$ cat src/hw/rtl/bpc_pkg.sv
`timescale 1ns / 1ps

package bpc_pkg;

	localparam int NUM_BUTTONS_DEF = 4;
	localparam int PIN_W           = 4;
	localparam int CNT_W           = 7;
	localparam int REL_W           = 6;
	localparam int EN_W            = 4;
	localparam int CFG_DATA_W      = 7;
	localparam int CFG_IDX_W       = 2;

	localparam logic [CNT_W-1:0] CNT_MAX       = 7'd127;
	localparam logic [CNT_W-1:0] LONG_RST      = 7'd60;
	localparam logic [CNT_W-1:0] SHORT_RST     = 7'd2;
	localparam logic [REL_W-1:0] RELEASE_RST   = 6'd8;
	localparam logic [EN_W-1:0]  ENABLE_RST    = 4'hF;

	typedef enum logic [1:0] {
		PH_IDLE  = 2'd0,
		PH_SHORT = 2'd1,
		PH_LONG  = 2'd2,
		PH_HOLD  = 2'd3
	} phase_t;

	typedef enum logic {
		OP_TICK = 1'b0,
		OP_ACK  = 1'b1
	} op_t;

	typedef enum logic [CFG_IDX_W-1:0] {
		CFG_LONG    = 2'd0,
		CFG_SHORT   = 2'd1,
		CFG_RELEASE = 2'd2,
		CFG_ENABLE  = 2'd3
	} cfg_idx_t;

	typedef struct packed {
		logic [CNT_W-1:0] long_ticks;
		logic [CNT_W-1:0] short_ticks;
		logic [REL_W-1:0] release_ticks;
	} lane_cfg_t;

	typedef struct packed {
		logic step;
		op_t  op;
	} lane_cmd_t;

	typedef struct packed {
		logic short_ev;
		logic long_ev;
	} lane_flags_t;

endpackage

$ cat src/hw/rtl/bpc_lane.sv
`timescale 1ns / 1ps

module bpc_lane (
	input  logic                 clk,
	input  logic                 arst_n,
	input  bpc_pkg::lane_cmd_t   cmd,
	input  bpc_pkg::lane_cfg_t   cfg,
	input  logic                 enable,
	input  logic                 pin_up,
	output bpc_pkg::lane_flags_t flags
);

	bpc_pkg::phase_t                ph_q, ph_d;
	logic [bpc_pkg::CNT_W-1:0]      cnt_q, cnt_d;
	logic [bpc_pkg::CNT_W-1:0]      cnt_inc;

	assign cnt_inc = (cnt_q == bpc_pkg::CNT_MAX) ? cnt_q : cnt_q + 1'b1;

	always_comb begin
		ph_d  = ph_q;
		cnt_d = cnt_q;
		if (cmd.step && enable) begin
			unique case (cmd.op)
				bpc_pkg::OP_ACK: begin
					if ((ph_q == bpc_pkg::PH_SHORT || ph_q == bpc_pkg::PH_LONG) && pin_up) begin
						ph_d  = bpc_pkg::PH_HOLD;
						cnt_d = '0;
					end
				end
				bpc_pkg::OP_TICK: begin
					unique case (ph_q)
						bpc_pkg::PH_IDLE: begin
							if (!pin_up) begin
								if (cnt_inc >= cfg.long_ticks) begin
									ph_d  = bpc_pkg::PH_LONG;
									cnt_d = '0;
								end else begin
									cnt_d = cnt_inc;
								end
							end else if (cnt_q >= cfg.short_ticks) begin
								ph_d  = bpc_pkg::PH_SHORT;
								cnt_d = '0;
							end
						end
						bpc_pkg::PH_HOLD: begin
							if (pin_up) begin
								if (cnt_inc >= {1'b0, cfg.release_ticks}) begin
									ph_d  = bpc_pkg::PH_IDLE;
									cnt_d = '0;
								end else begin
									cnt_d = cnt_inc;
								end
							end
						end
						// latched phases wait for an acknowledge
						default: begin
						end
					endcase
				end
				default: begin
				end
			endcase
		end
	end

	// flags show the phase the lane enters with this request
	always_comb begin
		flags.short_ev = (ph_d == bpc_pkg::PH_SHORT);
		flags.long_ev  = (ph_d == bpc_pkg::PH_LONG);
	end

	always_ff @(posedge clk or negedge arst_n) begin
		if (!arst_n) begin
			ph_q  <= bpc_pkg::PH_IDLE;
			cnt_q <= '0;
		end else begin
			ph_q  <= ph_d;
			cnt_q <= cnt_d;
		end
	end

endmodule

$ cat src/hw/rtl/bpc_merge.sv
`timescale 1ns / 1ps

module bpc_merge #(
	parameter int LANES = bpc_pkg::NUM_BUTTONS_DEF
) (
	input  logic                         clk,
	input  logic                         arst_n,
	input  logic                         accept,
	input  bpc_pkg::lane_flags_t [LANES-1:0] flags,
	input  logic                         out_ready,
	output logic                         out_valid,
	output logic                         in_ready,
	output logic [bpc_pkg::PIN_W-1:0]    short_events,
	output logic [bpc_pkg::PIN_W-1:0]    long_events
);

	logic                      out_valid_q;
	logic [bpc_pkg::PIN_W-1:0] short_q, long_q;
	logic [bpc_pkg::PIN_W-1:0] short_d, long_d;

	always_comb begin
		short_d = '0;
		long_d  = '0;
		for (int i = 0; i < LANES; i++) begin
			short_d[i] = flags[i].short_ev;
			long_d[i]  = flags[i].long_ev;
		end
	end

	// a new request may enter when no result is held or the held result leaves in the same cycle
	assign in_ready = !out_valid_q || out_ready;

	always_ff @(posedge clk or negedge arst_n) begin
		if (!arst_n) begin
			out_valid_q <= 1'b0;
		end else if (accept) begin
			out_valid_q <= 1'b1;
		end else if (out_ready) begin
			out_valid_q <= 1'b0;
		end
	end

	always_ff @(posedge clk) begin
		if (accept) begin
			short_q <= short_d;
			long_q  <= long_d;
		end
	end

	assign out_valid    = out_valid_q;
	assign short_events = short_q;
	assign long_events  = long_q;

endmodule

$ cat src/hw/rtl/button_press_classifier.sv
`timescale 1ns / 1ps

// channel   direction  handshake            payload
// in        sink       in_valid/in_ready    operation, pin_levels
// out       source     out_valid/out_ready  short_events, long_events
// cfg       sink       cfg_we               cfg_index, cfg_data
//
// One request per cycle while in_ready is high; its result is registered on accept.
// Enabled per-button lanes update their phase and count in the cycle of acceptance.
// in_ready drops only while a result is held and out_ready is low.
// Reset puts every lane in idle with a zero count and loads the register defaults.

module button_press_classifier #(
	parameter int NUM_BUTTONS = bpc_pkg::NUM_BUTTONS_DEF
) (
	input  logic                              clk,
	input  logic                              arst_n,
	input  logic                              in_valid,
	output logic                              in_ready,
	input  logic                              operation,
	input  logic [bpc_pkg::PIN_W-1:0]         pin_levels,
	output logic                              out_valid,
	input  logic                              out_ready,
	output logic [bpc_pkg::PIN_W-1:0]         short_events,
	output logic [bpc_pkg::PIN_W-1:0]         long_events,
	input  logic                              cfg_we,
	input  logic [bpc_pkg::CFG_IDX_W-1:0]     cfg_index,
	input  logic [bpc_pkg::CFG_DATA_W-1:0]    cfg_data
);

	// buttons past the pin field never change and are not reported
	localparam int LANES = (NUM_BUTTONS < bpc_pkg::PIN_W) ? NUM_BUTTONS : bpc_pkg::PIN_W;

	logic                              accept;
	bpc_pkg::lane_cmd_t                cmd;
	bpc_pkg::lane_cfg_t                cfg_q;
	logic [bpc_pkg::EN_W-1:0]          enable_q;
	bpc_pkg::lane_flags_t [LANES-1:0]  flags;

	assign accept   = in_valid && in_ready;
	assign cmd.step = accept;
	assign cmd.op   = bpc_pkg::op_t'(operation);

	always_ff @(posedge clk or negedge arst_n) begin
		if (!arst_n) begin
			cfg_q.long_ticks    <= bpc_pkg::LONG_RST;
			cfg_q.short_ticks   <= bpc_pkg::SHORT_RST;
			cfg_q.release_ticks <= bpc_pkg::RELEASE_RST;
			enable_q            <= bpc_pkg::ENABLE_RST;
		end else if (cfg_we) begin
			unique case (bpc_pkg::cfg_idx_t'(cfg_index))
				bpc_pkg::CFG_LONG:    cfg_q.long_ticks    <= cfg_data[bpc_pkg::CNT_W-1:0];
				bpc_pkg::CFG_SHORT:   cfg_q.short_ticks   <= cfg_data[bpc_pkg::CNT_W-1:0];
				bpc_pkg::CFG_RELEASE: cfg_q.release_ticks <= cfg_data[bpc_pkg::REL_W-1:0];
				bpc_pkg::CFG_ENABLE:  enable_q            <= cfg_data[bpc_pkg::EN_W-1:0];
				default: begin
				end
			endcase
		end
	end

	for (genvar i = 0; i < LANES; i++) begin : g_lane
		bpc_lane u_lane (
			.clk    (clk),
			.arst_n (arst_n),
			.cmd    (cmd),
			.cfg    (cfg_q),
			.enable (enable_q[i]),
			.pin_up (pin_levels[i]),
			.flags  (flags[i])
		);
	end

	bpc_merge #(
		.LANES (LANES)
	) u_merge (
		.clk          (clk),
		.arst_n       (arst_n),
		.accept       (accept),
		.flags        (flags),
		.out_ready    (out_ready),
		.out_valid    (out_valid),
		.in_ready     (in_ready),
		.short_events (short_events),
		.long_events  (long_events)
	);

endmodule

$ cat config.mk
export PLATFORM = sky130hd
export DESIGN_NAME = button_press_classifier
export DESIGN_NICKNAME = d
export VERILOG_FILES = /design/src/hw/rtl/bpc_pkg.sv /design/src/hw/rtl/bpc_lane.sv /design/src/hw/rtl/bpc_merge.sv /design/src/hw/rtl/button_press_classifier.sv
export SDC_FILE = /design/constraint.sdc
export NUM_CORES = 1
export LEC_CHECK = 0
export BUFFER_PORTS_ARGS = -buffer_cell sky130_fd_sc_hd__buf_2
export CAP_MARGIN = 20
export CORE_MARGIN = 2
export CORE_UTILIZATION = 44
export DETAILED_ROUTE_END_ITERATION = 6
export PLACE_DENSITY = 0.7
export SYNTH_ARGS = -nofsm -noshare
export SYNTH_HDL_FRONTEND = slang
export SYNTH_SLANG_ARGS = --single-unit
$ cat constraint.sdc
create_clock -name clk -period 3.9 [get_ports clk]
set_input_delay 0.78 -clock clk [delete_from_list [all_inputs] [get_ports clk]]
set_output_delay 0.78 -clock clk [all_outputs]
set_load 0.05 [all_outputs]
==> results.txt, run 1 <==
In this run the biggest area consumer among cell types represents 22.7% of the synthesized area. The count of buffers added on input and output ports is 28. The area growth from synthesis to layout was 11.8%; the initial antenna violation count was 0.

The tools report the number of distinct library cells after synthesis as 69. The number of gates resized after CTS was 0. The run finished with clean final reports. The number of global-route vias before repair was 4600; the total clock buffers created by CTS was 9.

The proportion of synthesized chip area in sequential cells is 31.6%. Synthesis inferred 69 register bits. The tools report the deepest level of the CTS H-tree as 3. Setup repair after global routing left no endpoint under its margin. Ranked by total cell area, the synthesized netlist is headed by sky130_fd_sc_hd__dfrtp_1, sky130_fd_sc_hd__ha_1, sky130_fd_sc_hd__dfstp_2.

The number of enable-type register cells in the synthesized netlist was 8. The sort of element at the start of the critical path is a flop. Once the clock tree was built, the setup fixing pass inserted 0 buffers. The horizontal die dimension was 117 um; the weighted congestion at the end of routability-driven global placement was 0.930.

Once detail routing completed, the nets flagged for antenna violations numbered 0. The via total after detailed routing was 4778. The sort of element at the end of the critical path was a flop. Counting instances in the post-synthesis netlist gives the leading cell types as sky130_fd_sc_hd__ha_1, sky130_fd_sc_hd__inv_1, sky130_fd_sc_hd__dfrtp_1, sky130_fd_sc_hd__nand2_1, sky130_fd_sc_hd__o21ai_0. The number of hold violations in the final report is 0, and the cell leakage power is 3.19 nW.

0 antenna diodes ended up in the layout. Counting flops with an async set or reset pin after synthesis yields a share of 88.4%. The first global-routing pass estimated 22.9 mm of wire.

The switching power summed over all nets is 1.45 mW. Combinational cells account for 47.2% of the total power. The tools report the count of placed standard cells including taps as 807. After global routing the overflow that remains totals 0. For this run, the post-layout net count is 757.

The count of synthesis-stage warnings from yosys was 0. The clock period minus final worst setup slack came out at 3.57 ns. For the count of max-cap constraint violations, the log shows 0. The count of fill cells added during filler insertion is 1125, and the power share of the sequential group is 30.5%. The final number of max-transition violations is 0. In this run the cell area of the synthesized design comes to 5630 um^2.

Dividing the detail-routed via count by the number of cells gives 5.81. Across every metal layer, demand over resource in global routing totals 22.0%. Headroom to the max-slew limit came out at 39.9%. The clock network is responsible for 22.3% of the overall power. The logs give 2.05 mW for the internal power contribution and 0 for the number of remaining DRC errors.

CTS saw 69 sinks. In this run the worst path has a maximum fanout of 9. TritonCTS built the clock tree. The number of buffers and inverters on the critical path came out at 1.

The die is 117 um tall. The tree is rooted in a sky130_fd_sc_hd__clkbuf_16. Based on the critical path, the design can be clocked at up to 280 MHz. The starting density of the core is 44.8%.

For the worst-skew pair, the clock arrives at the later sink with an insertion delay of 0.34 ns. The total power divided by cell area was 556 nW/um^2; the required arrival time at the worst endpoint was 3.99 ns. The path class of the lowest-slack min-delay path was in2async.

Clock-pin slew was measured on the worst setup and hold paths at 0.06 ns. Once placement finished, the instance area stood at 6010 um^2. The worst-case clock buffer depth is 2, and the final routed wirelength across all metal layers is 14.4 mm.

The family with the most delay on the worst path was compound AO/OA/AOI/OAI gates. Excluding fillers, the count of instances in the completed layout stands at 823. The arrival time reported for the critical path endpoint came out at 3.65 ns. The finished cells cover 6290 um^2. Setup violations remaining at the end of the flow were counted as 0.

The largest incremental delay on the critical path is 0.46 ns. The slowest cell on the critical path was sky130_fd_sc_hd__dfrtp_1. Adding up every negative setup slack in the final design gives 0 ns. The period utilization was 91.4%; the fraction of power spent switching nets was 41.4%. The most used flip-flop cell after synthesis is sky130_fd_sc_hd__dfrtp_1. The largest total area in the synthesized netlist belongs to sky130_fd_sc_hd__dfrtp_1. The final routed wire length divided by cell count works out to 17.5 um.

At the pin with the least slew margin, the transition time is 0.895 ns. Row generation in the floorplan step produced 41 rows. The hold buffer count at cts was 0; the first-pass iteration count of the detailed router was 7. The run gives 29 as the number of primary I/O pins. For the number of DRC markers in iteration 0, the log shows 381.

The worst clock skew is 0.00568 ns, and the detailed-placement wirelength estimate is 11.1 mm. After technology mapping, the gate count stands at 609. Each instance of the synthesized netlist takes up on average 9.24 um^2. Yosys instantiated no cell more often than sky130_fd_sc_hd__ha_1. The synthesized netlist net count was 720. The tools report the total core area as 12600 um^2.

Cells with a size suffix above 1 make up 13.2% of the layout. The largest net degree at the start of global routing came out at 36. VDD sags by at most 0.250 mV. The die covers 13700 um^2.

The critical setup path kind is reg2reg. The critical path goes through ha_1 -> and3_1 -> and3_1 -> nand2_1 -> mux2i_1 -> inv_1 -> ha_1 -> a211o_1 -> a2111oi_1 -> o221ai_1 -> a21oi_1 -> nor3_1.
## layer usage
layer  global-route usage [%]  vias up  share of wire, %
met2                     35.3      122                47
met3                     3.91       39               4.3
met1                     28.7     2286                45
met5                        0        -                 0
li1                         -     2331                 -
met4                     10.6        0               4.1
## metrics by stage
step | setup slack (ns) | hold WS [ns] | utilization, % | power, mW
4_1_cts | 0.300 | 0.433 | 50.0 | 3.49
2_1_floorplan | 0.751 | 0.479 | - | 2.25
3_5_place_dp | 0.353 | 0.493 | 47.8 | 2.70
5_1_grt | 0.0388 | 0.469 | 50.0 | 3.77
3_3_place_gp | 0.430 | 0.486 | 47.6 | 2.61
6_report | 0.335 | 0.425 | 50.0 | 3.50
## cells in the final DEF, fill, tap and decap left out, types with 5 or more instances in the layout
cell type                   count
sky130_fd_sc_hd__a21o_1        13
sky130_fd_sc_hd__nor3_1         5
sky130_fd_sc_hd__nor2_1        22
sky130_fd_sc_hd__nand4_1       10
sky130_fd_sc_hd__edfxtp_1       8
sky130_fd_sc_hd__a31oi_1        9
sky130_fd_sc_hd__and2_1         9
sky130_fd_sc_hd__nand3_1       22
sky130_fd_sc_hd__dfstp_2       10
sky130_fd_sc_hd__o21ai_0       41
sky130_fd_sc_hd__o22ai_1        6
sky130_fd_sc_hd__mux2_2        20
sky130_fd_sc_hd__clkbuf_16      9
sky130_fd_sc_hd__and3_1        16
sky130_fd_sc_hd__nand2_1       51
sky130_fd_sc_hd__a211o_1        5
sky130_fd_sc_hd__buf_4          6
sky130_fd_sc_hd__inv_1         63
sky130_fd_sc_hd__buf_2         28
sky130_fd_sc_hd__xnor2_1        9
sky130_fd_sc_hd__mux2i_1        5
sky130_fd_sc_hd__dfrtp_1       51
sky130_fd_sc_hd__a211oi_1       5
sky130_fd_sc_hd__a21oi_1       28
sky130_fd_sc_hd__nand2b_1      14
sky130_fd_sc_hd__ha_1          92
sky130_fd_sc_hd__o21ai_1        5
## flip-flops by register name (all words and copies together) (netlist names)
signal / count
g_lane.u_lane.cnt_q: 28
cfg_q: 20
g_lane.u_lane.ph_q: 8
enable_q: 4
u_merge.long_events: 4
u_merge.short_events: 4
u_merge.out_valid: 1
## power groups by stage
stage | Combinational, mW | Clock, mW | Sequential [mW]
2_1_floorplan | 1.15 | 0 | 1.09
3_3_place_gp | 1.54 | 0 | 1.07
3_5_place_dp | 1.63 | 0 | 1.08
4_1_cts | 1.64 | 0.787 | 1.06
5_1_grt | 1.86 | 0.816 | 1.10
6_report | 1.65 | 0.780 | 1.07
## cells by family (layout without fill, tap and decap cells)
logic type | after synthesis | count (layout) | synth area share, %
buffers and inverters | 72 | 114 | 4.91
XOR/XNOR | 13 | 13 | 2.02
AO/OA/AOI/OAI | 162 | 162 | 19.6
flip-flops | 69 | 69 | 31.6
AND/OR/NAND/NOR | 176 | 176 | 16.5
adder cells (fa/ha/maj) | 92 | 92 | 20.5
multiplexers | 25 | 25 | 4.89
## path summary, 6_finish.rpt
check,start,endpoint,slack (ns),cells after the start
min in group clk,cfg_q[2],cfg_q[2],0.51,1
max,g_lane[2].u_lane.cnt_q[0],u_merge.long_events[2],0.33,12
min,arst_n,g_lane[3].u_lane.cnt_q[5],0.43,1
max in group asynchronous,arst_n,enable_q[0],2.67,3
min reg2reg,cfg_q[2],cfg_q[2],0.51,1
max reg2reg,g_lane[2].u_lane.cnt_q[0],u_merge.long_events[2],0.33,12
## layout make-up
| cell class | count | area (um^2) | area share [%] |
|---|---|---|---|
| multi-input cells | 468 | 3580 | 56.9 |
| repair buffers | 35 | 205 | 3.26 |
| well taps | 172 | 215 | 3.42 |
| clock buffers | 14 | 264 | 4.20 |
| clock inverters | 2 | 10.0 | 0.159 |
| flip-flops and latches | 69 | 1780 | 28.3 |
| inverters | 63 | 236 | 3.76 |
Power figures use the tool's default switching activity.
==> inputs of run 2 (changes only) <==
--- a/config.mk
+++ b/config.mk
@@ -7,7 +7,6 @@
 export LEC_CHECK = 0
 export BUFFER_PORTS_ARGS = -buffer_cell sky130_fd_sc_hd__buf_2
 export CAP_MARGIN = 20
-export CORE_MARGIN = 2
 export CORE_UTILIZATION = 44
 export DETAILED_ROUTE_END_ITERATION = 6
 export PLACE_DENSITY = 0.7
==> run 2 against run 1 <==
  * The run now ends with design-rule violations left
  * Combinational power barely moved
  * Final cell count shrank 0.73%
  * Global-route usage increased by 2.1 points
  * Clock-buffer cell count down 3
  * Die area decreased by 3.4%
  * Total power rose by 4.1%
  * Hold slack improved by 0.0042 ns
  * Clock skew is 0.0023 ns higher
  * Maximum frequency is 0.12% higher
  * Flip-flop and latch count unchanged
  * Critical path depth up 2
  * Critical path type unchanged
==> results.txt, run 2 (synthesis results as in run 1) <==
The flow ran to the end, but the final reports show violations. The checks that failed: design-rule violations. The logs give 69 (unchanged) for the number of clock sinks and 0.874 (-6.0%) for the weighted congestion at the end of routability-driven global placement.

The tools report the sort of element at the end of the critical path as a flop. The starting density of the core came out at 45.9% (+1.1 points). In the final layout, the registers with the most flip-flops are g_lane.u_lane.cnt_q x28, cfg_q x20, g_lane.u_lane.ph_q x8. The instance area after placement was 5970 um^2 (-0.54%); the final routed wire length divided by cell count was 17.9 um (+2.1%).

For the full die area, the log shows 13200 um^2 (-3.4%). The total of cells resized after clock tree synthesis was 0 (unchanged); the detailed-placement wirelength estimate was 10.9 mm (-1.7%). The global-route total usage across every layer came out at 24.1% (+2.1 points). The insertion delay of the later-clocked pin in the worst-skew pair is 0.35 ns (about the same).

For the final number of max-transition violations, the log shows 0 (unchanged). In the layout the commonest cells are sky130_fd_sc_hd__ha_1, sky130_fd_sc_hd__inv_1, sky130_fd_sc_hd__nand2_1, sky130_fd_sc_hd__dfrtp_1, sky130_fd_sc_hd__o21ai_0. The slowest cell on the critical path is sky130_fd_sc_hd__a2111oi_0.

The sort of element at the start of the critical path is a flop. The reg2reg setup slack was 0.34 ns (about the same); the count of fill cells added during filler insertion was 1092 (-2.9%). Setup repair after global routing left no endpoint under its margin. The tools report the end-of-flow core utilization as 51.4% (+1.3 points). Critical setup path kind: reg2reg. Walking the worst path, the cells encountered are ha_1 -> and3_1 -> and3_1 -> nand2_1 -> nand3_1 -> o21ai_0 -> inv_1 -> ha_1 -> a21oi_1 -> o21ai_0 -> a2111oi_0 -> o221ai_1 -> o21ba_2 -> o22ai_1.

The horizontal die dimension works out to 115 um (-1.7%). The tools report the via total after detailed routing as 4851 (+1.5%). Required arrival time at the worst endpoint: 4.17 ns (+0.18 ns). The largest net degree at the start of global routing is 39 (+8.3%). The worst register-to-register path ends at g_lane[1].u_lane.cnt_q[0]. The total clock buffers created by CTS is 9 (unchanged), and the hold buffer count at cts is 0 (unchanged). Count of final setup violators: 0 (unchanged). The logs give 0.390 ns (+0.0362 ns) for the setup slack after placement and 7 (unchanged) for the first-pass iteration count of the detailed router.

The min-delay analysis places its worst path in the category in2async. The root cell of the clock tree is sky130_fd_sc_hd__clkbuf_16. The share of final-layout standard cells stronger than drive strength 1 works out to 13.1% (-0.11 points).

The worst max-slew margin expressed relative to the limit was 38.4% (-1.5 points). The flip-flop count of the largest register after layout was 28 (unchanged). The final total power is 3.64 mW (+4.1%), and the remaining antenna violation count after routing is 0 (unchanged). For the final worst setup slack, the log shows 0.339 ns (+0.00440 ns).

The non-filler instance count after layout is 817 (-0.73%). The wire length of the first global-routing pass is 23.9 mm (+4.2%). The slew at the pin closest to its max-slew limit was 0.916 ns (+0.0218 ns); the buffers inserted during post-CTS setup optimization was 0 (unchanged).

The worst clock skew is 0.00795 ns (+0.00227 ns), and the count of max-cap constraint violations is 0 (unchanged). The run gives 0 ns (unchanged) as the final total negative setup slack. The count of placed standard cells including taps is 801 (-0.74%), and the area growth from synthesis to layout is 12.0%. The register with the most flip-flops in the final layout is g_lane.u_lane.cnt_q. The clock edge transition at the registers on the reported setup and hold paths works out to 0.06 ns (about the same).

For the number of global-route vias before repair, the log shows 4876 (+6.0%). The total core area was 12300 um^2 (-2.4%); the final routed wirelength across all metal layers was 14.6 mm (+1.3%). The worst reg-to-reg path cell count is 14 (+2), and the vertical die dimension is 115 um (-1.7%). The worst register-to-register path begins at g_lane[1].u_lane.cnt_q[0].

The tools report the number of DRC markers in iteration 0 as 283 (-26%). The detailed-route vias per instance is 5.94 (+2.3%), and the quantity of I/O buffers inserted on ports is 28 (unchanged). TritonCTS built the clock tree.

The number of hold violations in the final report is 0 (unchanged), and the maximum fanout count along the critical path is 10 (+1). The tools report the number of primary I/O pins as 29 (unchanged). The highest clock frequency the design can meet was 281 MHz (+0.12%); the largest incremental delay on the critical path was 0.49 ns (+0.03 ns).

The number of remaining DRC errors was 1 (+1). The initial antenna violation count was 0 (unchanged). The clock period minus final worst setup slack is 3.56 ns (-0.00440 ns).

The tools report the peak supply drop as 0.231 mV (-7.5%). The number of buffers and inverters on the critical path is 1 (unchanged). The total power divided by cell area is 577 nW/um^2 (+3.9%). The most common cell after layout, fill and taps aside was sky130_fd_sc_hd__ha_1.

The period utilization came out at 91.3% (-0.11 points). The overall overflow remaining after global route was 0 (unchanged); the arrival time reported for the critical path endpoint was 3.83 ns (+0.18 ns). The number of placement rows was 40 (-2.4%). The logs give 3.19 nW (about the same) for the cell leakage power and 0.429 ns (+0.00417 ns) for the final hold slack.

Family with the most delay on the worst path: compound AO/OA/AOI/OAI gates. The worst-case clock buffer depth was 2 (unchanged). The area of all placed cells without fillers was 6300 um^2 (+0.16%); the deepest level of the CTS H-tree was 3 (unchanged). For the total number of nets in the final design, the log shows 755 (-0.26%). The tools report the antenna diode count as 0 (unchanged).
run 2: changes by cell type in the layout (fill, tap and decap cells not counted), sizes merged:
cell,previous run,this run
buf,35,33
bufinv,0,2
clkbuf,14,11
clkinv,2,1
inv,63,65
run 2: power by group:
group	total, mW	switching [mW]	internal [mW]
clock	0.906	0.327	0.579
combinational	1.66	0.995	0.668
sequential	1.07	0.157	0.911
run 2: per-layer routing:
layer  up-vias  GRT usage (%)  part of all wire (%)
li1       2322              -                     -
met1      2288           28.2                    42
met2       186           39.8                    46
met3        55           5.38                   5.9
met4         0           16.2                   6.2
met5         -              0                     0
run 2: final cells by class:
type,instances,area [um^2],share of cell area (%)
Timing Repair Buffer,33,178,2.82
Inverter,63,236,3.75
Sequential cell,69,1780,28.2
Tap cell,168,210,3.34
Clock buffer,11,243,3.85
Multi-Input combinational cell,468,3570,56.7
Clock inverter,5,81.3,1.29
run 2: worst max path at each step:
stage                                endpoint  cells after the start                 startpoint
floorplan           g_lane[2].u_lane.cnt_q[2]                     12  g_lane[2].u_lane.cnt_q[0]
global placement       u_merge.long_events[2]                     12  g_lane[2].u_lane.cnt_q[0]
detailed placement  g_lane[1].u_lane.cnt_q[0]                     14  g_lane[1].u_lane.cnt_q[0]
CTS                 g_lane[1].u_lane.cnt_q[0]                     14  g_lane[1].u_lane.cnt_q[0]
global route        g_lane[1].u_lane.cnt_q[0]                     14  g_lane[1].u_lane.cnt_q[0]
finish              g_lane[1].u_lane.cnt_q[0]                     14  g_lane[1].u_lane.cnt_q[0]
run 2: worst reg2reg max path, delay by kind of cell, from the launching register on:
family          cells  cell delay, ns
compound gates      7            1.64
simple gates        4            0.79
fa+ha+maj           2            0.54
flops               1            0.42
buf+inv             1            0.10
